## config.mk

```make
export PLATFORM = sky130hd
export DESIGN_NAME = bf_back_flat
export DESIGN_NICKNAME = d
export VERILOG_FILES = /design/src/rtl/core/bf_pkg.sv /design/src/rtl/core/bf_if.sv /design/src/rtl/core/bf_back.sv /design/src/flat_wrapper.sv
export SDC_FILE = /design/constraint.sdc
export NUM_CORES = 1
export LEC_CHECK = 0
export BUFFER_PORTS_ARGS = -buffer_cell sky130_fd_sc_hd__buf_4
export CORE_MARGIN = 4
export CORE_UTILIZATION = 52
export DETAILED_ROUTE_END_ITERATION = 7
export PLACE_DENSITY = 0.9
export SLEW_MARGIN = 25
export SYNTH_ARGS = -nofsm -noshare
export SYNTH_HDL_FRONTEND = slang
export SYNTH_SLANG_ARGS = --single-unit
```

## constraint.sdc

```tcl
create_clock -name clock -period 4.9 [get_ports clock]
set_clock_uncertainty 0.05 [all_clocks]
set_input_delay 0.49 -clock clock [delete_from_list [all_inputs] [get_ports clock]]
set_output_delay 0.49 -clock clock [all_outputs]
set_load 0.02 [all_outputs]
```

## src/rtl/core/bf_pkg.sv

```systemverilog
// Shared types and constants of the 3x3 gray box filter.
package bf_pkg;

   // Field widths of the request and result payloads
   localparam int BF_PIX_W      = 8;
   localparam int BF_ROW_W      = 12;
   localparam int BF_COL_W      = 11;
   localparam int BF_SUM_W      = 12;
   localparam int BF_CSR_DATA_W = 13;
   localparam int BF_FW_W       = 12;
   localparam int BF_FH_W       = 13;

   // Work queue between front and back
   localparam int BF_QUEUE_DEPTH = 4;
   localparam int BF_QPTR_W      = 2;
   localparam int BF_QLVL_W      = 3;

   // Divide by nine: floor(sum * 7282 / 2^16) is exact for sums below 2296
   localparam int             BF_RECIP_W     = 13;
   localparam int             BF_PROD_W      = BF_SUM_W + BF_RECIP_W;
   localparam int             BF_RECIP_SHIFT = 16;
   localparam logic [BF_RECIP_W-1:0] BF_RECIP_9 = 13'd7282;

   // Result slots that one pixel can cause, in emission order
   localparam int BF_EMIT_CENTER  = 0;
   localparam int BF_EMIT_RIGHT   = 1;
   localparam int BF_EMIT_BOTTOM  = 2;
   localparam int BF_EMIT_CORNER  = 3;
   localparam int BF_EMIT_N       = 4;

   // Configuration register indexes
   typedef enum logic [0:0] {
      BF_REG_FRAME_WIDTH  = 1'b0,
      BF_REG_FRAME_HEIGHT = 1'b1
   } bf_reg_type;

   // One classified pixel, ready to be expanded into results
   typedef struct packed {
      logic [BF_EMIT_N-1:0] emit;
      logic                 border;
      logic [BF_SUM_W-1:0]  sum;
      logic [BF_PIX_W-1:0]  p0;
      logic [BF_PIX_W-1:0]  p1;
      logic [BF_PIX_W-1:0]  wc2;
      logic [BF_PIX_W-1:0]  wc4;
      logic [BF_ROW_W-1:0]  row_m1;
      logic [BF_ROW_W-1:0]  row;
      logic [BF_COL_W-1:0]  col_m1;
      logic [BF_COL_W-1:0]  col;
   } bf_work_type;

endpackage

```

## src/rtl/core/bf_if.sv

```systemverilog


interface bf_rsp_if;
   logic                           valid;
   logic                           ready;
   logic [bf_pkg::BF_PIX_W-1:0]    pixel_out;
   logic [bf_pkg::BF_ROW_W-1:0]    out_row;
   logic [bf_pkg::BF_COL_W-1:0]    out_col;
   logic                           run_last;
   logic                           frame_last;

   modport source (output valid, output pixel_out, output out_row, output out_col,
                   output run_last, output frame_last, input ready);
   modport sink   (input valid, input pixel_out, input out_row, input out_col,
                   input run_last, input frame_last, output ready);
endinterface


```

## src/rtl/core/bf_back.sv

```systemverilog
// Back end: expands each work item into its results and holds them in the output register.
module bf_back (
   input  logic                 clock,
   input  logic                 reset,
   input  bf_pkg::bf_work_type  head,
   input  logic                 empty,
   output logic                 pop,
   bf_rsp_if.source             rsp_ch
);

   logic [bf_pkg::BF_EMIT_N-1:0] done_ff, done_in;
   logic                         valid_ff, valid_in;
   logic [bf_pkg::BF_PIX_W-1:0]  pix_ff, pix_in;
   logic [bf_pkg::BF_ROW_W-1:0]  row_ff, row_in;
   logic [bf_pkg::BF_COL_W-1:0]  col_ff, col_in;
   logic                         run_last_ff, run_last_in;
   logic                         frame_last_ff, frame_last_in;

   logic [bf_pkg::BF_EMIT_N-1:0] pend;
   logic [bf_pkg::BF_EMIT_N-1:0] sel;
   logic [bf_pkg::BF_EMIT_N-1:0] rest;
   logic                         load_ok;
   logic                         emit_now;
   logic [bf_pkg::BF_PROD_W-1:0] prod;
   logic [bf_pkg::BF_PIX_W-1:0]  mean;
   logic [bf_pkg::BF_PIX_W-1:0]  center;

   // Results of the head item not yet sent
   assign pend     = empty ? '0 : (head.emit & ~done_ff);
   assign load_ok  = !valid_ff || rsp_ch.ready;
   assign emit_now = load_ok && (pend != '0);
   assign rest     = pend & ~sel;
   assign pop      = !empty && ((pend == '0) || (emit_now && (rest == '0)));

   // Divide the window sum by nine
   assign prod   = bf_pkg::BF_PROD_W'(head.sum) * bf_pkg::BF_PROD_W'(bf_pkg::BF_RECIP_9);
   assign mean   = prod[bf_pkg::BF_RECIP_SHIFT +: bf_pkg::BF_PIX_W];
   assign center = head.border ? head.wc2 : mean;

   // Pick the earliest pending result and its payload
   always_comb begin
      sel           = '0;
      pix_in        = pix_ff;
      row_in        = row_ff;
      col_in        = col_ff;
      frame_last_in = frame_last_ff;
      priority if (pend[bf_pkg::BF_EMIT_CENTER]) begin
         sel[bf_pkg::BF_EMIT_CENTER] = 1'b1;
         pix_in        = center;
         row_in        = head.row_m1;
         col_in        = head.col_m1;
         frame_last_in = 1'b0;
      end else if (pend[bf_pkg::BF_EMIT_RIGHT]) begin
         sel[bf_pkg::BF_EMIT_RIGHT] = 1'b1;
         pix_in        = head.p1;
         row_in        = head.row_m1;
         col_in        = head.col;
         frame_last_in = 1'b0;
      end else if (pend[bf_pkg::BF_EMIT_BOTTOM]) begin
         sel[bf_pkg::BF_EMIT_BOTTOM] = 1'b1;
         pix_in        = head.wc4;
         row_in        = head.row;
         col_in        = head.col_m1;
         frame_last_in = 1'b0;
      end else if (pend[bf_pkg::BF_EMIT_CORNER]) begin
         sel[bf_pkg::BF_EMIT_CORNER] = 1'b1;
         pix_in        = head.p0;
         row_in        = head.row;
         col_in        = head.col;
         frame_last_in = 1'b1;
      end
   end

   // Track sent results and the output register
   always_comb begin
      done_in     = done_ff;
      valid_in    = valid_ff;
      run_last_in = run_last_ff;
      priority if (pop) begin
         done_in = '0;
      end else if (emit_now) begin
         done_in = done_ff | sel;
      end
      priority if (emit_now) begin
         valid_in    = 1'b1;
         run_last_in = (rest == '0);
      end else if (rsp_ch.ready) begin
         valid_in = 1'b0;
      end
   end

   always_ff @(posedge clock) begin
      if (reset) begin
         done_ff  <= '0;
         valid_ff <= 1'b0;
      end else begin
         done_ff  <= done_in;
         valid_ff <= valid_in;
      end
   end

   // Load the result payload
   always_ff @(posedge clock) begin
      if (emit_now) begin
         pix_ff        <= pix_in;
         row_ff        <= row_in;
         col_ff        <= col_in;
         run_last_ff   <= run_last_in;
         frame_last_ff <= frame_last_in;
      end
   end

   assign rsp_ch.valid      = valid_ff;
   assign rsp_ch.pixel_out  = pix_ff;
   assign rsp_ch.out_row    = row_ff;
   assign rsp_ch.out_col    = col_ff;
   assign rsp_ch.run_last   = run_last_ff;
   assign rsp_ch.frame_last = frame_last_ff;

`ifndef SYNTH
   a_frame_last_ends_run: assert property (@(posedge clock) disable iff (reset)
      rsp_ch.valid && rsp_ch.frame_last |-> rsp_ch.run_last)
      else $error("frame end result not marked as last of its request");

   a_one_result_per_load: assert property (@(posedge clock) disable iff (reset)
      emit_now |-> $onehot(sel))
      else $error("result slot selection not one-hot");
`endif

endmodule

```

## src/flat_wrapper.sv

```systemverilog
// flat-port wrapper written by rule: the top's interface ports become plain ports
module bf_back_flat 
  (clock, reset, head, empty, pop, rsp_ch_valid, rsp_ch_pixel_out, rsp_ch_out_row, rsp_ch_out_col, rsp_ch_run_last, rsp_ch_frame_last, rsp_ch_ready);
  bf_rsp_if rsp_ch_i ();
  input  logic clock;
  input  logic reset;
  input  bf_pkg::bf_work_type head;
  input  logic empty;
  output logic pop;
  output wire logic [$bits(rsp_ch_i.valid)-1:0] rsp_ch_valid;
  output wire logic [$bits(rsp_ch_i.pixel_out)-1:0] rsp_ch_pixel_out;
  output wire logic [$bits(rsp_ch_i.out_row)-1:0] rsp_ch_out_row;
  output wire logic [$bits(rsp_ch_i.out_col)-1:0] rsp_ch_out_col;
  output wire logic [$bits(rsp_ch_i.run_last)-1:0] rsp_ch_run_last;
  output wire logic [$bits(rsp_ch_i.frame_last)-1:0] rsp_ch_frame_last;
  input wire logic [$bits(rsp_ch_i.ready)-1:0] rsp_ch_ready;
  assign rsp_ch_valid = rsp_ch_i.valid;
  assign rsp_ch_pixel_out = rsp_ch_i.pixel_out;
  assign rsp_ch_out_row = rsp_ch_i.out_row;
  assign rsp_ch_out_col = rsp_ch_i.out_col;
  assign rsp_ch_run_last = rsp_ch_i.run_last;
  assign rsp_ch_frame_last = rsp_ch_i.frame_last;
  assign rsp_ch_i.ready = rsp_ch_ready;
  bf_back u_core (.clock(clock), .reset(reset), .head(head), .empty(empty), .pop(pop), .rsp_ch(rsp_ch_i));
endmodule
```

==> results_dict.tcl <==
set metrics [dict create \
    synth.distinct_cells 48 \
    synth_cells 393 \
    max_cap_violations 0 \
    slew_viol_final 0 \
    drtIter0Drc 239 \
    start_util 0.5487 \
    regToRegSetupSlack_ps 2730 \
    final.setup.tns_ps 0 \
    dieArea_sq_um 9296 \
    internal_power_w 0.001268 \
    dr_total_vias 3413 \
    fmax_mhz 210.4 \
    layout_common_cells "buf_4 (139), ha_1 (67), inv_1 (66)" \
    drive_gt1_frac 0.3434 \
    pwr-share-clk 0.134 \
    cts_made_buffers 5 \
    rows 31 \
    io_buffers 133 \
    first_pass_iters 4 \
    tightest_slew_ps 905.8 \
    period_share 0.9700 \
    cts_tree "yes" \
    hold_slack_ps 304.5 \
    synth_warnings 0 \
    worstSetupPathType "in2reg" \
    grt_overflow 0 \
    htreeDepth 2 \
    hpwl_um 9249 \
    grt_max_degree 26 \
    seq_area_frac_synth 0.2684 \
    ir_drop_uv 296.3 \
    required_ps 4940 \
    min_path_type "in2reg" \
    synth.avg_cell_area_sq_um 10.34 \
    gr-usage-all-layers 0.2261 \
    synth_fp_nets 588 \
    hold_viol 0 \
    antenna_found_initial 0 \
    grt_pass1_vias 3446 \
    gp_congestion 0.9355 \
    setup_violations 0 \
    grt_pass1_wl_um 16280 \
    post_drt_wl_per_cell_um 16.91 \
    p_per_area_nw_per_um2 436.4 \
    status "finished clean" \
    p_sw_frac 0.4564 \
    clock_latency_ps 290 \
    cp_data_arrival_time_ps 4790 \
    io_pins 134 \
    rsz0062_at_grt "yes" \
    die_y_um 96.42 \
    area_growth_pct 31.49 \
    postCtsHoldBufs 0 \
    seqPwrFrac 0.172 \
    fin_crit_ps 4753 \
    syn_area_sq_um 4065 \
    n_antenna_cell 0 \
    clk_path_buf_depth 2 \
    end_kind "flip-flop" \
    layout_commonest_cell "buf_4" \
    clk_transition_reported_paths_ps 80 \
    synth_top_flop_cell "edfxtp_1" \
    drc 0 \
    cp_max_fo 4 \
    root_buffer "clkbuf_8" \
    p_comb_frac 0.694 \
    synth_edf_count 33 \
    startpoint_type "input pin" \
    vias_per_cell 5.426 \
    clkSinkCount 38 \
    async_reset_ff_frac 0 \
    fp.dieW_um 96.42 \
    detail-route-antenna-nets 0 \
    yosys_register_bits 38 \
    core-area_sq_um 7408 \
    max_slew_margin 0.3939 \
    p_switching_w 0.001065 \
    wl_um 10640 \
    p_leak_nw 2.650 \
    nets 724 \
]
## layer usage
| layer | up-vias | share of wire | GRT usage |
|---|---|---|---|
| li1 | 1651 | - | - |
| met1 | 1602 | 0.38 | 0.2700 |
| met2 | 139 | 0.51 | 0.4163 |
| met3 | 21 | 0.083 | 0.03098 |
| met4 | 0 | 0.022 | 0.07477 |
| met5 | - | 0 | 0 |
## worst max-delay path: stages
cell and delay (ps):
buf_4 90, inv_1 70, fa_1 540, inv_1 60, ha_1 300, inv_1 60, fa_1 490, inv_1 50
fa_1 490, inv_1 60, fa_1 530, inv_1 50, ha_1 360, a21oi_2 210, o21ai_0 130, a21oi_2 210
o21ai_1 120, xnor2_1 160, a221oi_2 330
## cell usage after synthesis, types with 7 or more instances
cell	number	area share
mux2_2	23	0.064
xnor2_1	9	0.019
fa_1	29	0.14
ha_1	67	0.21
nor2_1	23	0.021
mux2i_1	10	0.025
nand2_1	13	0.012
a21oi_1	22	0.027
o21ai_0	7	0.0086
edfxtp_1	33	0.24
inv_1	66	0.061
a31oi_1	9	0.014
## stage by stage
stage          cell area, sq um  total power (W)    util  instances  worst slack [ps]
2_1_floorplan              4065         0.001550       -        393             298.9
3_3_place_gp               5182         0.001889  0.6995        621            -12.92
3_5_place_dp               5186         0.001958  0.7001        621            -128.9
4_1_cts                    5324         0.002285  0.7186        629             170.6
5_1_grt                    5345         0.002523  0.7215        629            -44.02
6_report                   5345         0.002333  0.7215        629             147.2
## power by group through the flow
| stage | Sequential (W) | Clock (W) | Combinational, W |
|---|---|---|---|
| 6_report | 0.000402 | 0.000313 | 0.00162 |
| 5_1_grt | 0.000404 | 0.000329 | 0.00179 |
| 4_1_cts | 0.000402 | 0.000320 | 0.00156 |
| 3_5_place_dp | 0.000409 | 0 | 0.00155 |
| 3_3_place_gp | 0.000408 | 0 | 0.00148 |
| 2_1_floorplan | 0.000442 | 0 | 0.00111 |
## cell type report
type / instances / area, sq um
Clock buffer: 5 / 68.82
Clock inverter: 3 / 68.82
Fill cell: 524 / 2063
Inverter: 66 / 247.7
Multi-Input combinational cell: 279 / 2701
Sequential cell: 38 / 1091
Tap cell: 99 / 123.9
Timing Repair Buffer: 139 / 1044
## sequential cells by signal, indices dropped and copies added (netlist names)
signal	cells
u_core.rsp_ch.out_row	12
u_core.rsp_ch.out_col	11
u_core.rsp_ch.pixel_out	8
u_core.done_ff	4
u_core.rsp_ch.frame_last	1
u_core.rsp_ch.run_last	1
u_core.rsp_ch.valid	1
## final timing paths
kind,startpoint,end,cells past startpoint
worst min-delay path,reset,u_core.rsp_ch.valid,2
worst max-delay path,head[79],u_core.rsp_ch.pixel_out[0],19
worst max register to register,u_core.done_ff[0],u_core.rsp_ch.out_col[6],4
worst min register to register,u_core.done_ff[3],u_core.done_ff[3],2
## cells by family (layout without fill, tap and decap cells)
group / count (synthesis) / count (layout) / share of synthesized area
buf+inv: 76 / 213 / 0.07387
simple gates: 65 / 65 / 0.07726
flops: 38 / 38 / 0.2684
xor+xnor: 11 / 11 / 0.02370
fa+ha+maj: 97 / 97 / 0.3515
mux: 33 / 33 / 0.08834
compound gates: 73 / 73 / 0.1170
## repair_timing
action,4_1_cts,5_1_grt
setup endpoints to repair,0,3
endpoints found under the hold margin,0,0
setup buffers,0,0
resized for setup,0,4
No activity file was read; power rests on OpenSTA's default activity.
