**config.mk**
```make
export PLATFORM = sky130hd
export DESIGN_NAME = bf_queue
export DESIGN_NICKNAME = d
export VERILOG_FILES = /design/src/rtl/core/bf_pkg.sv /design/src/rtl/core/bf_queue.sv
export SDC_FILE = /design/constraint.sdc
export NUM_CORES = 1
export LEC_CHECK = 0
export ABC_AREA = 1
export BUFFER_PORTS_ARGS = -buffer_cell sky130_fd_sc_hd__buf_2
export CELL_PAD_IN_SITES_DETAIL_PLACEMENT = 1
export CELL_PAD_IN_SITES_GLOBAL_PLACEMENT = 2
export CORE_MARGIN = 2
export CORE_UTILIZATION = 38
export CTS_BUF_LIST = sky130_fd_sc_hd__clkbuf_8
export CTS_CLUSTER_SIZE = 12
export DETAILED_ROUTE_END_ITERATION = 7
export PLACE_DENSITY = 0.86
export SYNTH_ARGS = -nofsm -noshare
export SYNTH_HDL_FRONTEND = slang
export SYNTH_SLANG_ARGS = --single-unit
```
**constraint.sdc**
```tcl
create_clock -name clock -period 2.98 [get_ports clock]
set_input_delay 0 -clock clock [delete_from_list [all_inputs] [get_ports clock]]
set_output_delay 0 -clock clock [all_outputs]
set_load 0.02 [all_outputs]
```
**src/rtl/core/bf_pkg.sv**
```systemverilog
// Shared types and constants of the 3x3 gray box filter.
package bf_pkg;

   // Field widths of the request and result payloads
   localparam int BF_PIX_W      = 8;
   localparam int BF_ROW_W      = 12;
   localparam int BF_COL_W      = 11;
   localparam int BF_SUM_W      = 12;
   localparam int BF_CSR_DATA_W = 13;
   localparam int BF_FW_W       = 12;
   localparam int BF_FH_W       = 13;

   // Work queue between front and back
   localparam int BF_QUEUE_DEPTH = 4;
   localparam int BF_QPTR_W      = 2;
   localparam int BF_QLVL_W      = 3;

   // Divide by nine: floor(sum * 7282 / 2^16) is exact for sums below 2296
   localparam int             BF_RECIP_W     = 13;
   localparam int             BF_PROD_W      = BF_SUM_W + BF_RECIP_W;
   localparam int             BF_RECIP_SHIFT = 16;
   localparam logic [BF_RECIP_W-1:0] BF_RECIP_9 = 13'd7282;

   // Result slots that one pixel can cause, in emission order
   localparam int BF_EMIT_CENTER  = 0;
   localparam int BF_EMIT_RIGHT   = 1;
   localparam int BF_EMIT_BOTTOM  = 2;
   localparam int BF_EMIT_CORNER  = 3;
   localparam int BF_EMIT_N       = 4;

   // Configuration register indexes
   typedef enum logic [0:0] {
      BF_REG_FRAME_WIDTH  = 1'b0,
      BF_REG_FRAME_HEIGHT = 1'b1
   } bf_reg_type;

   // One classified pixel, ready to be expanded into results
   typedef struct packed {
      logic [BF_EMIT_N-1:0] emit;
      logic                 border;
      logic [BF_SUM_W-1:0]  sum;
      logic [BF_PIX_W-1:0]  p0;
      logic [BF_PIX_W-1:0]  p1;
      logic [BF_PIX_W-1:0]  wc2;
      logic [BF_PIX_W-1:0]  wc4;
      logic [BF_ROW_W-1:0]  row_m1;
      logic [BF_ROW_W-1:0]  row;
      logic [BF_COL_W-1:0]  col_m1;
      logic [BF_COL_W-1:0]  col;
   } bf_work_type;

endpackage

```
**src/rtl/core/bf_queue.sv**
```systemverilog
// Work queue that decouples the front end from the result sequencer.
module bf_queue (
   input  logic                          clock,
   input  logic                          reset,
   input  logic                          push,
   input  bf_pkg::bf_work_type           push_data,
   input  logic                          pop,
   output bf_pkg::bf_work_type           head,
   output logic                          empty,
   output logic [bf_pkg::BF_QLVL_W-1:0]  level
);

   bf_pkg::bf_work_type                 store_ff [bf_pkg::BF_QUEUE_DEPTH];
   logic [bf_pkg::BF_QPTR_W-1:0]        wr_ptr_ff, wr_ptr_in;
   logic [bf_pkg::BF_QPTR_W-1:0]        rd_ptr_ff, rd_ptr_in;
   logic [bf_pkg::BF_QLVL_W-1:0]        level_ff, level_in;

   assign head  = store_ff[rd_ptr_ff];
   assign empty = (level_ff == '0);
   assign level = level_ff;

   // Advance pointers and fill level
   always_comb begin
      wr_ptr_in = push ? bf_pkg::BF_QPTR_W'(wr_ptr_ff + 1'b1) : wr_ptr_ff;
      rd_ptr_in = pop  ? bf_pkg::BF_QPTR_W'(rd_ptr_ff + 1'b1) : rd_ptr_ff;
      level_in  = level_ff;
      priority if (push && !pop) begin
         level_in = bf_pkg::BF_QLVL_W'(level_ff + 1'b1);
      end else if (pop && !push) begin
         level_in = bf_pkg::BF_QLVL_W'(level_ff - 1'b1);
      end
   end

   always_ff @(posedge clock) begin
      if (reset) begin
         wr_ptr_ff <= '0;
         rd_ptr_ff <= '0;
         level_ff  <= '0;
      end else begin
         wr_ptr_ff <= wr_ptr_in;
         rd_ptr_ff <= rd_ptr_in;
         level_ff  <= level_in;
      end
   end

   // Hold entries until overwritten
   always_ff @(posedge clock) begin
      if (push) begin
         store_ff[wr_ptr_ff] <= push_data;
      end
   end

`ifndef SYNTH
   a_no_overflow: assert property (@(posedge clock) disable iff (reset)
      push && !pop |-> level_ff < bf_pkg::BF_QLVL_W'(bf_pkg::BF_QUEUE_DEPTH))
      else $error("work queue written while full");

   a_no_underflow: assert property (@(posedge clock) disable iff (reset)
      pop |-> level_ff != '0)
      else $error("work queue read while empty");
`endif

endmodule

```
==> results of run 1 <==
-- logic make-up after synthesis --
family | count (synthesis) | share of synthesized area (%)
flip-flops | 389 | 79.90
AO/OA/AOI/OAI | 293 | 10.93
AND/OR/NAND/NOR | 208 | 5.417
buffers and inverters | 78 | 3.122
adder cells (fa/ha/maj) | 6 | 0.5693
XOR/XNOR | 1 | 0.06039
-- per-layer routing --
metal	track usage (%)	wire, µm
met4	6.283	648
met3	4.658	2394
met5	0	13
met1	24.73	16310
met2	31.95	18370
-- worst max-delay path by stage --
stage	slack, ns	from	endpoint	cells after the start
6_report	0.46	flip-flop	head[10]	4
5_1_grt	0.25	flip-flop	head[4]	4
4_1_cts	0.35	flip-flop	head[10]	5
3_5_place_dp	1.02	flip-flop	head[10]	5
3_3_place_gp	1.08	flip-flop	head[4]	5
2_1_floorplan	0.11	wr_ptr_ff[0]	store_ff[2][0]	4
-- through the flow --
step                      util (%)  setup slack (ns)
after floorplan                  -            0.1073
after global placement       42.47             1.081
after detailed placement     42.47             1.024
after CTS                    48.42            0.3546
after global routing         48.43            0.2542
final                        48.43            0.4560
-- cell type report --
cell class,count,area (µm²)
fill,3883,19430
sequential,389,11600
inverter,17,78.83
timing repair buffer,315,2207
clock inverter,54,287.8
antenna,1,2.502
clock buffer,70,963.4
multi-input combinational,508,2462
tap,511,639.4
-- worst register-to-register path, cell delays in order (launching register included) --
cell and delay [ns]:
dfxtp_1 0.32, inv_1 0.09, ha_1 0.14, nand2_1 0.08, inv_4 0.43, buf_4 0.47
-- placed cells by master, fill, tap and decap left out, drive strengths merged --
cell	count
clkinv	27
fa	1
clkinvlp	4
dlygate4sd3	99
nor2	196
clkbuf	70
nand3	1
inv	38
dfxtp	9
o22ai	95
bufinv	2
xor2	1
buf	216
o21ai	195
nand2	9
nor3	1
diode	1
a21oi	3
nand4	1
edfxtp	380
ha	5
-- where the power goes --
group          switching, mW  internal (mW)
clock                   2.14           2.37
sequential            0.0746           6.26
combinational          0.935          0.444
total                   3.15           9.07
-- registers in the layout (all words and copies together) (netlist names), named ones only --
| register | cells |
|---|---|
| rd_ptr_ff | 2 |
| level | 3 |
| store_ff | 380 |
| wr_ptr_ff | 2 |
-- repair_timing --
| action | 4_1_cts | 5_1_grt |
|---|---|---|
| hold buffers | 99 | 0 |
| resized for setup | 0 | 0 |
| hold endpoints to repair | 389 | 0 |
==> metrics, run 1 <==
status complete, no violations; asr flop ratio synth 0%; CTS clk-pin slew, worst paths ~0.060 ns; Syn Std Cell Area 14,510 µm²; 1st-iter DRT viols around 420; GRT Util Overall 19.18%; Post-synth EDFFs 380; worst r2r src wr_ptr_ff[1]; setup slack, reg-to-reg around 1.1 ns; Area Growth Syn to Fin 25.74%; Clock Latency Late Sink approximately 0.60 ns; actual slew at the worst max-slew pin between 0.6 and 0.7 ns; core footprint 37,670 µm²; Peak VDD IR between 0.0003 and 0.0004 V; die height roughly 200 µm; Critical Path Max Stage Delay roughly 0.60 ns; P_leak ~6.5 nW; WS Path Type flip-flop to output port; top_reg_cell synth edfxtp_1; DIE WIDTH 199.4 µm; Die ar. a little under 40,000 µm²; DRT antenna net count 0; maximum number of pins on one net before global-route repair 103; Synth area leaders edfxtp_1, o21ai_0, nor2_1; WL/cell 20.23 µm; # IOs ~200; #FFs+latches synth a little under 400; Hold EP store_ff[1][12]; clock skew slightly below 0.03 ns; first-pass GRT wire length 57,430 µm; part of the Yosys area used for sequential elements about four fifths; Initial Utilization 38.51%; total global routing overflow 0; count of cell types in the netlist 23; Final nets between 1,000 and 1,500; Setup crit start kind flip-flop; Setup crit end kind output port; Placer Congestion a little over 0.7; Crit path arrival time around 2.5 ns; hold_ws 0.1442 ns; syn_area_per_cell roughly 15 µm²; Pwr Total 12.21 mW; Buf+Inv Stages, Crit Path 2; DR pass1 iterations 5; Yosys top cell by area edfxtp_1; area post-placement 16,000 µm²; Pwr Density roughly 670 nW/µm²; H-tree depth 3; Critical-path top delay cell buf_4; total of max-cap violations 0; Worst Path Required 2.98 ns; Ys Warns 0; Vias per Instance slightly above 5; CP Cell Sequence buf_4 > o21ai_0 > o22ai_1 > buf_2; clock buffer count from CTS between 60 and 70; Post-synth top cells edfxtp_1, nor2_1, o21ai_0, o22ai_1, buf_2; CP top delay family buffers and inverters; RSZ-0062 raised after global routing no; Slew Viols, Final 0; via count 9,407; hold path start push_data[12]; CTS sink count slightly below 400; most common cell in the netlist edfxtp_1; clock root cell clkbuf_8; Buffers on Ports between 150 and 200; final-report setup violation count 0; Syn Inst Count about 980; DPL Wire Length 21,500 µm; clock tree buffer depth 3; Rel. slew slack approximately 57%; min-delay worst type primary input to flip-flop; Worst Reg-to-Reg Cells 5; dpl cells around 1,600; Final Cell Area 18,240 µm²; final WL 37,730 µm; Crit Path Max Fanout between 60 and 70; Synth top area share roughly 79%; syn nets approximately 1,100; f_max just under 400 MHz; TNS Setup 0 ns; worst flop-to-flop path endpoint store_ff[1][32]; number of global-route vias before repair 10,150; hold path depth 2; final hold vios 0; Final Instance Count excl. Fillers roughly 1,900; CTS tree yes; row cnt 71; fin crit period between 2 and 3 ns; number of remaining DRC errors 0; initial antenna violation count 2; Setup Fix Bufs, Post-CTS 0; layout cell share with drive strength beyond 1 a little under a quarter; Tcrit/Tclk final a little over four fifths
Power figures use the tool's default switching activity.
==> run 2, diff against run 1 <==
--- a/config.mk
+++ b/config.mk
@@ -5,16 +5,16 @@
 export SDC_FILE = /design/constraint.sdc
 export NUM_CORES = 1
 export LEC_CHECK = 0
-export ABC_AREA = 1
+export ABC_AREA = 0
 export BUFFER_PORTS_ARGS = -buffer_cell sky130_fd_sc_hd__buf_2
 export CELL_PAD_IN_SITES_DETAIL_PLACEMENT = 1
 export CELL_PAD_IN_SITES_GLOBAL_PLACEMENT = 2
 export CORE_MARGIN = 2
-export CORE_UTILIZATION = 38
+export CORE_UTILIZATION = 42
 export CTS_BUF_LIST = sky130_fd_sc_hd__clkbuf_8
 export CTS_CLUSTER_SIZE = 12
 export DETAILED_ROUTE_END_ITERATION = 7
-export PLACE_DENSITY = 0.86
+export PLACE_DENSITY = 0.85
 export SYNTH_ARGS = -nofsm -noshare
 export SYNTH_HDL_FRONTEND = slang
 export SYNTH_SLANG_ARGS = --single-unit
==> constraint.sdc (replaced) <==
create_clock -name clock -period 2.3 [get_ports clock]
set_input_delay 0 -clock clock [delete_from_list [all_inputs] [get_ports clock]]
set_output_delay 0 -clock clock [all_outputs]
set_load 0.02 [all_outputs]
==> run 2 against run 1 <==
Effect of this change:
- first-iteration DRC count decreased by 11%
- total power up 31%
- cell count fell by 25%
- via count down 27%
- hold slack gained 0.026 ns
- clock power rose by 29%
- highest routed layer is now met4
==> metrics, run 2 <==
status complete, no violations; Tcrit/Tclk final 90.22%; number of global-route vias before repair 7,920; H-tree depth 3; Post-synth top cells edfxtp_1, mux4_2, buf_2, dfxtp_1, nor2_1; Pwr Density ~880 nW/µm²; clock root cell clkbuf_8; WL/cell ~22 µm; #FFs+latches synth roughly 390; TNS Setup 0 ns; Setup crit end kind output port; core footprint ~33,000 µm²; Buffers on Ports 197; GRT Util Overall around 18%; Initial Utilization a little over two fifths; Slew Viols, Final 0; worst flop-to-flop path endpoint store_ff[0][7]; Worst Reg-to-Reg Cells 4; layout cell share with drive strength beyond 1 roughly 42%; dpl cells 1,178; Worst Path Required around 2.3 ns; Rel. slew slack 71.64%; setup slack, reg-to-reg 0.70 ns; CTS clk-pin slew, worst paths 0.06 ns; worst r2r src wr_ptr_ff[0]; DIE WIDTH 187.7 µm; actual slew at the worst max-slew pin around 0.43 ns; Ys Warns 0; part of the Yosys area used for sequential elements 81.78%; P_leak 6.261 nW; Final nets approximately 1,000; DR pass1 iterations 4; Final Instance Count excl. Fillers 1,402; Post-synth EDFFs 380; total of max-cap violations 0; most common cell in the netlist edfxtp_1; commonest non-fill, non-tap cell in the layout edfxtp_1; clock skew approximately 0.017 ns; 1st-iter DRT viols between 300 and 400; Syn Std Cell Area 14,170 µm²; Biggest register store_ff; max FFs per register 380; syn_area_per_cell around 26 µm²; maximum number of pins on one net before global-route repair 53; clock tree buffer depth 3; CTS sink count 389; hold_ws 0.1703 ns; # IOs 198; top_reg_cell synth edfxtp_1; min-delay worst type primary input to flip-flop; Vias per Instance about 4.9; Yosys top cell by area edfxtp_1; Placer Congestion between 0.6 and 0.7; clock buffer count from CTS 68; Clock Latency Late Sink 0.58 ns; Crit path arrival time about 2.1 ns; f_max just under 500 MHz; Hold EP store_ff[0][32]; Crit Path Max Fanout 41; die height roughly 190 µm; Syn Inst Count 540; final hold vios 0; Synth top area share around 81%; hold path depth 2; Area Growth Syn to Fin 27.75%; Die ar. around 35,000 µm²; antenna cells 0; WS Path Type flip-flop to output port; final-report setup violation count 0; count of cell types in the netlist 20; DPL Wire Length approximately 18,000 µm; fin crit period between 2 and 2.5 ns; Peak VDD IR roughly 0.00057 V; first-pass GRT wire length between 40,000 and 50,000 µm; via count around 6,900; final WL between 30,000 and 40,000 µm; post-CTS resize count 0; RSZ-0062 raised after global routing no; initial antenna violation count 0; DRT antenna net count 0; total global routing overflow 0; syn nets around 650; Pwr Total around 16 mW; asr flop ratio synth 0%; CTS tree yes; Setup crit start kind flip-flop; Synth area leaders edfxtp_1, mux4_2, dfxtp_1; row cnt 67; hold path start push_data[32]; number of remaining DRC errors 0; commonest non-fill, non-tap cells in the layout edfxtp_1, buf_2, dlygate4sd3_1, mux4_2, clkbuf_8
## run 2: cell types whose count changed in the layout (fill, tap and decap cells not counted), sizes merged, moves of 2 or more
cell	change
a21oi	-2
nor2	-189
xnor2	+2
and2	+4
o21ai	-194
mux2i	+2
xor2	+2
o22ai	-95
clkinv	-7
inv	-10
mux4	+95
clkinvlp	+2
nand2	-8
## run 2: timing repair
action | 4_1_cts | 5_1_grt
endpoints found under the hold margin | 389 | 0
setup buffers | 2 | 0
hold buffers | 99 | 0
setup endpoints to repair | 59 | 0
## run 2: layout make-up
| class | count | area, µm² |
|---|---|---|
| clock buffers | 71 | 977.2 |
| clock inverters | 52 | 282.8 |
| fillers | 3029 | 15260 |
| inverters | 4 | 15.01 |
| multi-input cells | 124 | 2372 |
| flip-flops and latches | 389 | 11600 |
| well taps | 448 | 560.5 |
| repair buffers | 314 | 2300 |
## run 2: metrics by stage
step	utilization [%]	worst slack (ns)	instance area [µm²]
floorplan	-	0.1430	14180
global route	54.27	0.1292	18110
global placement	47.48	0.5717	15840
CTS	54.27	0.1569	18110
finish	54.27	0.2249	18110
detailed placement	47.48	0.5721	15840
## run 2: layer usage
layer / track usage (%) / up-vias / part of all wire (%)
met1: 22.69 / 3573 / 42
li1: - / 3055 / -
met3: 4.567 / 38 / 5.9
met2: 29.06 / 233 / 50
met5: 0 / - / 0
met4: 5.966 / 0 / 1.6
## run 2: logic make-up after synthesis
| family | Yosys count | share of synthesized area, % |
|---|---|---|
| buf+inv | 27 | 1.554 |
| simple gates | 14 | 0.4678 |
| flops | 389 | 81.78 |
| xor+xnor | 5 | 0.3090 |
| compound gates | 2 | 0.07055 |
| mux | 97 | 15.24 |
| fa+ha+maj | 6 | 0.5826 |
## run 2: worst max-delay path: stages, from the launching register on
cell and delay, ns:
dfxtp_4 0.57, buf_12 0.30, mux4_2 0.39, buf_2 0.18
## run 2: worst max-delay path by stage
| stage | start | end | slack, ns | cells after the start |
|---|---|---|---|---|
| final | flip-flop | head[53] | 0.22 | 3 |
| after global routing | flip-flop | head[83] | 0.13 | 3 |
| after CTS | flip-flop | head[69] | 0.16 | 3 |
| after detailed placement | flip-flop | head[69] | 0.57 | 3 |
| after global placement | flip-flop | head[65] | 0.57 | 3 |
| after floorplan | wr_ptr_ff[0] | store_ff[2][0] | 0.14 | 3 |
## run 2: where the power goes
group / switching [mW] / internal, mW / total [mW] / leakage (nW)
sequential: 0.113 / 8.15 / 8.26 / 3.57
combinational: 1.06 / 0.838 / 1.90 / 1.98
clock: 2.69 / 3.10 / 5.79 / 0.712
==> run 3, diff against run 2 <==
--- a/config.mk
+++ b/config.mk
@@ -5,16 +5,16 @@
 export SDC_FILE = /design/constraint.sdc
 export NUM_CORES = 1
 export LEC_CHECK = 0
-export ABC_AREA = 0
+export ABC_AREA = 1
 export BUFFER_PORTS_ARGS = -buffer_cell sky130_fd_sc_hd__buf_2
 export CELL_PAD_IN_SITES_DETAIL_PLACEMENT = 1
 export CELL_PAD_IN_SITES_GLOBAL_PLACEMENT = 2
 export CORE_MARGIN = 2
-export CORE_UTILIZATION = 42
+export CORE_UTILIZATION = 38
 export CTS_BUF_LIST = sky130_fd_sc_hd__clkbuf_8
 export CTS_CLUSTER_SIZE = 12
 export DETAILED_ROUTE_END_ITERATION = 7
-export PLACE_DENSITY = 0.85
+export PLACE_DENSITY = 0.86
 export SYNTH_ARGS = -nofsm -noshare
 export SYNTH_HDL_FRONTEND = slang
 export SYNTH_SLANG_ARGS = --single-unit
==> run 3 against run 2 <==
Effect of this change:
- via count is 38% higher
- combinational power about the same
- largest power group unchanged
- highest routed layer unchanged
- final area up 1.4%
- die area increased by 13%
- first-iteration DRC count rose by 48%
- critical path depth increased by 1
- sequential cell count is the same
- critical path type unchanged
- clock skew increased by 0.0057 ns
- total power decreased by 3.9%
- cell count up 33%
- wire length grew 26%
- count of clock-buffer cells in the layout decreased by 6
==> metrics, run 3 (synthesized netlist as in run 1, its figures left out) <==
clock skew 0.02285 ns; f_max approximately 460 MHz; clock tree buffer depth 3; RSZ-0062 raised after global routing no; via count around 9,500; actual slew at the worst max-slew pin 0.5390 ns; max FFs per register 380; total of max-cap violations 0; core footprint between 30,000 and 40,000 µm²; Setup crit end kind output port; CTS tree yes; area post-placement about 16,000 µm²; maximum number of pins on one net before global-route repair 89; pre-CTS setup slack between 0.5 and 0.6 ns; final-report setup violation count 0; CTS clk-pin slew, worst paths roughly 0.06 ns; Vias per Instance between 5 and 6; Buffers on Ports slightly below 200; commonest non-fill, non-tap cell in the layout edfxtp_1; Slew Viols, Final 0; GRT Util Overall about a fifth; CTS sink count approximately 390; 1st-iter DRT viols 555; WL/cell between 20 and 25 µm; Final Instance Count excl. Fillers 1,861; antenna cells 0; Tcrit/Tclk final between 90% and 100%; DRT antenna net count 0; Pwr Density around 830 nW/µm²; layout cell share with drive strength beyond 1 23.78%; WS Path Type flip-flop to output port; final hold vios 0; clock buffer count from CTS 61; dpl cells between 1,500 and 2,000; commonest non-fill, non-tap cells in the layout edfxtp_1, buf_2, nor2_1, o21ai_0, dlygate4sd3_1; Final Worst Setup Slack 0.1297 ns; min-delay worst type primary input to flip-flop; H-tree depth 2; Final Cell Area roughly 18,000 µm²; Peak VDD IR around 0.00043 V; # fillers ~3,800; first-pass GRT wire length roughly 57,000 µm; # IOs between 150 and 200; Area Growth Syn to Fin 26.55%; status complete, no violations; Worst Path Required 2.30 ns; die height ~200 µm; fin crit period 2.170 ns; P_leak about 6.5 nW; row cnt just over 70; Crit path arrival time 2.17 ns; Crit Path Max Fanout 88; DPL Wire Length about 22,000 µm; DIE WIDTH about 200 µm; Final nets 1,405; Die ar. between 30,000 and 40,000 µm²; Placer Congestion between 0.6 and 0.7; total global routing overflow 0; Initial Utilization between 30% and 40%; number of remaining DRC errors 0; final core occ about half; final WL 38,090 µm; number of global-route vias before repair a little over 10,000; clock root cell clkbuf_8; Biggest register store_ff; DR pass1 iterations 5; initial antenna violation count 0; Rel. slew slack around 64%; Clock Latency Late Sink between 0.6 and 0.7 ns; Setup crit start kind flip-flop
==> run 3: path summary, 6_finish.rpt <==
kind / endpoint / cells past startpoint / slack (ns) / start
hold / removal: store_ff[1][73] / 2 / 0.12 / push_data[73]
setup / recovery: head[39] / 4 / 0.13 / flip-flop
hold reg to reg: flip-flop / 1 / 0.47 / rd_ptr_ff[1]
setup reg to reg: store_ff[3][54] / 4 / 0.55 / wr_ptr_ff[0]
==> run 3: metrics by stage <==
step	hold slack, ns	TNS, ns	total power, mW
3_5_place_dp	0.1829	0	10.06
4_1_cts	0.07521	0	15.44
6_report	0.1249	0	15.32
2_1_floorplan	0.07238	-28.88	9.308
5_1_grt	0.1155	0	15.92
3_3_place_gp	0.1772	0	9.984
==> run 3: power by group <==
part,total [mW],internal [mW],switching [mW]
logic,1.87,0.630,1.24
registers,8.19,8.10,0.0906
clock network,5.26,2.61,2.65
total,15.3,11.3,3.98
==> run 3: area by class of cell <==
| type | instances | area [µm²] | share of cell area [%] |
|---|---|---|---|
| Multi-Input combinational cell | 508 | 2492 | 13.58 |
| Timing Repair Buffer | 323 | 2435 | 13.26 |
| Sequential cell | 389 | 11600 | 63.20 |
| Clock buffer | 65 | 894.6 | 4.873 |
| Tap cell | 511 | 639.4 | 3.483 |
| Inverter | 17 | 91.34 | 0.4975 |
| Clock inverter | 48 | 203.9 | 1.111 |
==> run 3: layer usage <==
layer | part of all wire, % | wire [µm] | track usage (%)
met1 | 43 | 16260 | 24.31
met2 | 50 | 19100 | 32.62
met3 | 5.0 | 1906 | 3.224
met4 | 2.2 | 822 | 5.789
met5 | 0 | 0 | 0
==> run 3: critical path: stages, from the launching register on <==
cell and delay, ns:
dfxtp_4 0.46, buf_16 0.30, o21ai_0 0.17, o22ai_1 0.30, buf_2 0.23
==> run 3: repair_timing <==
item | in CTS | in global routing
resized for setup | 3 | 8
gates cloned | 0 | 1
buffers inserted | 1 | 4
endpoints found under the setup margin | 24 | 19
hold buffers | 99 | 0
hold endpoints to repair | 389 | 0
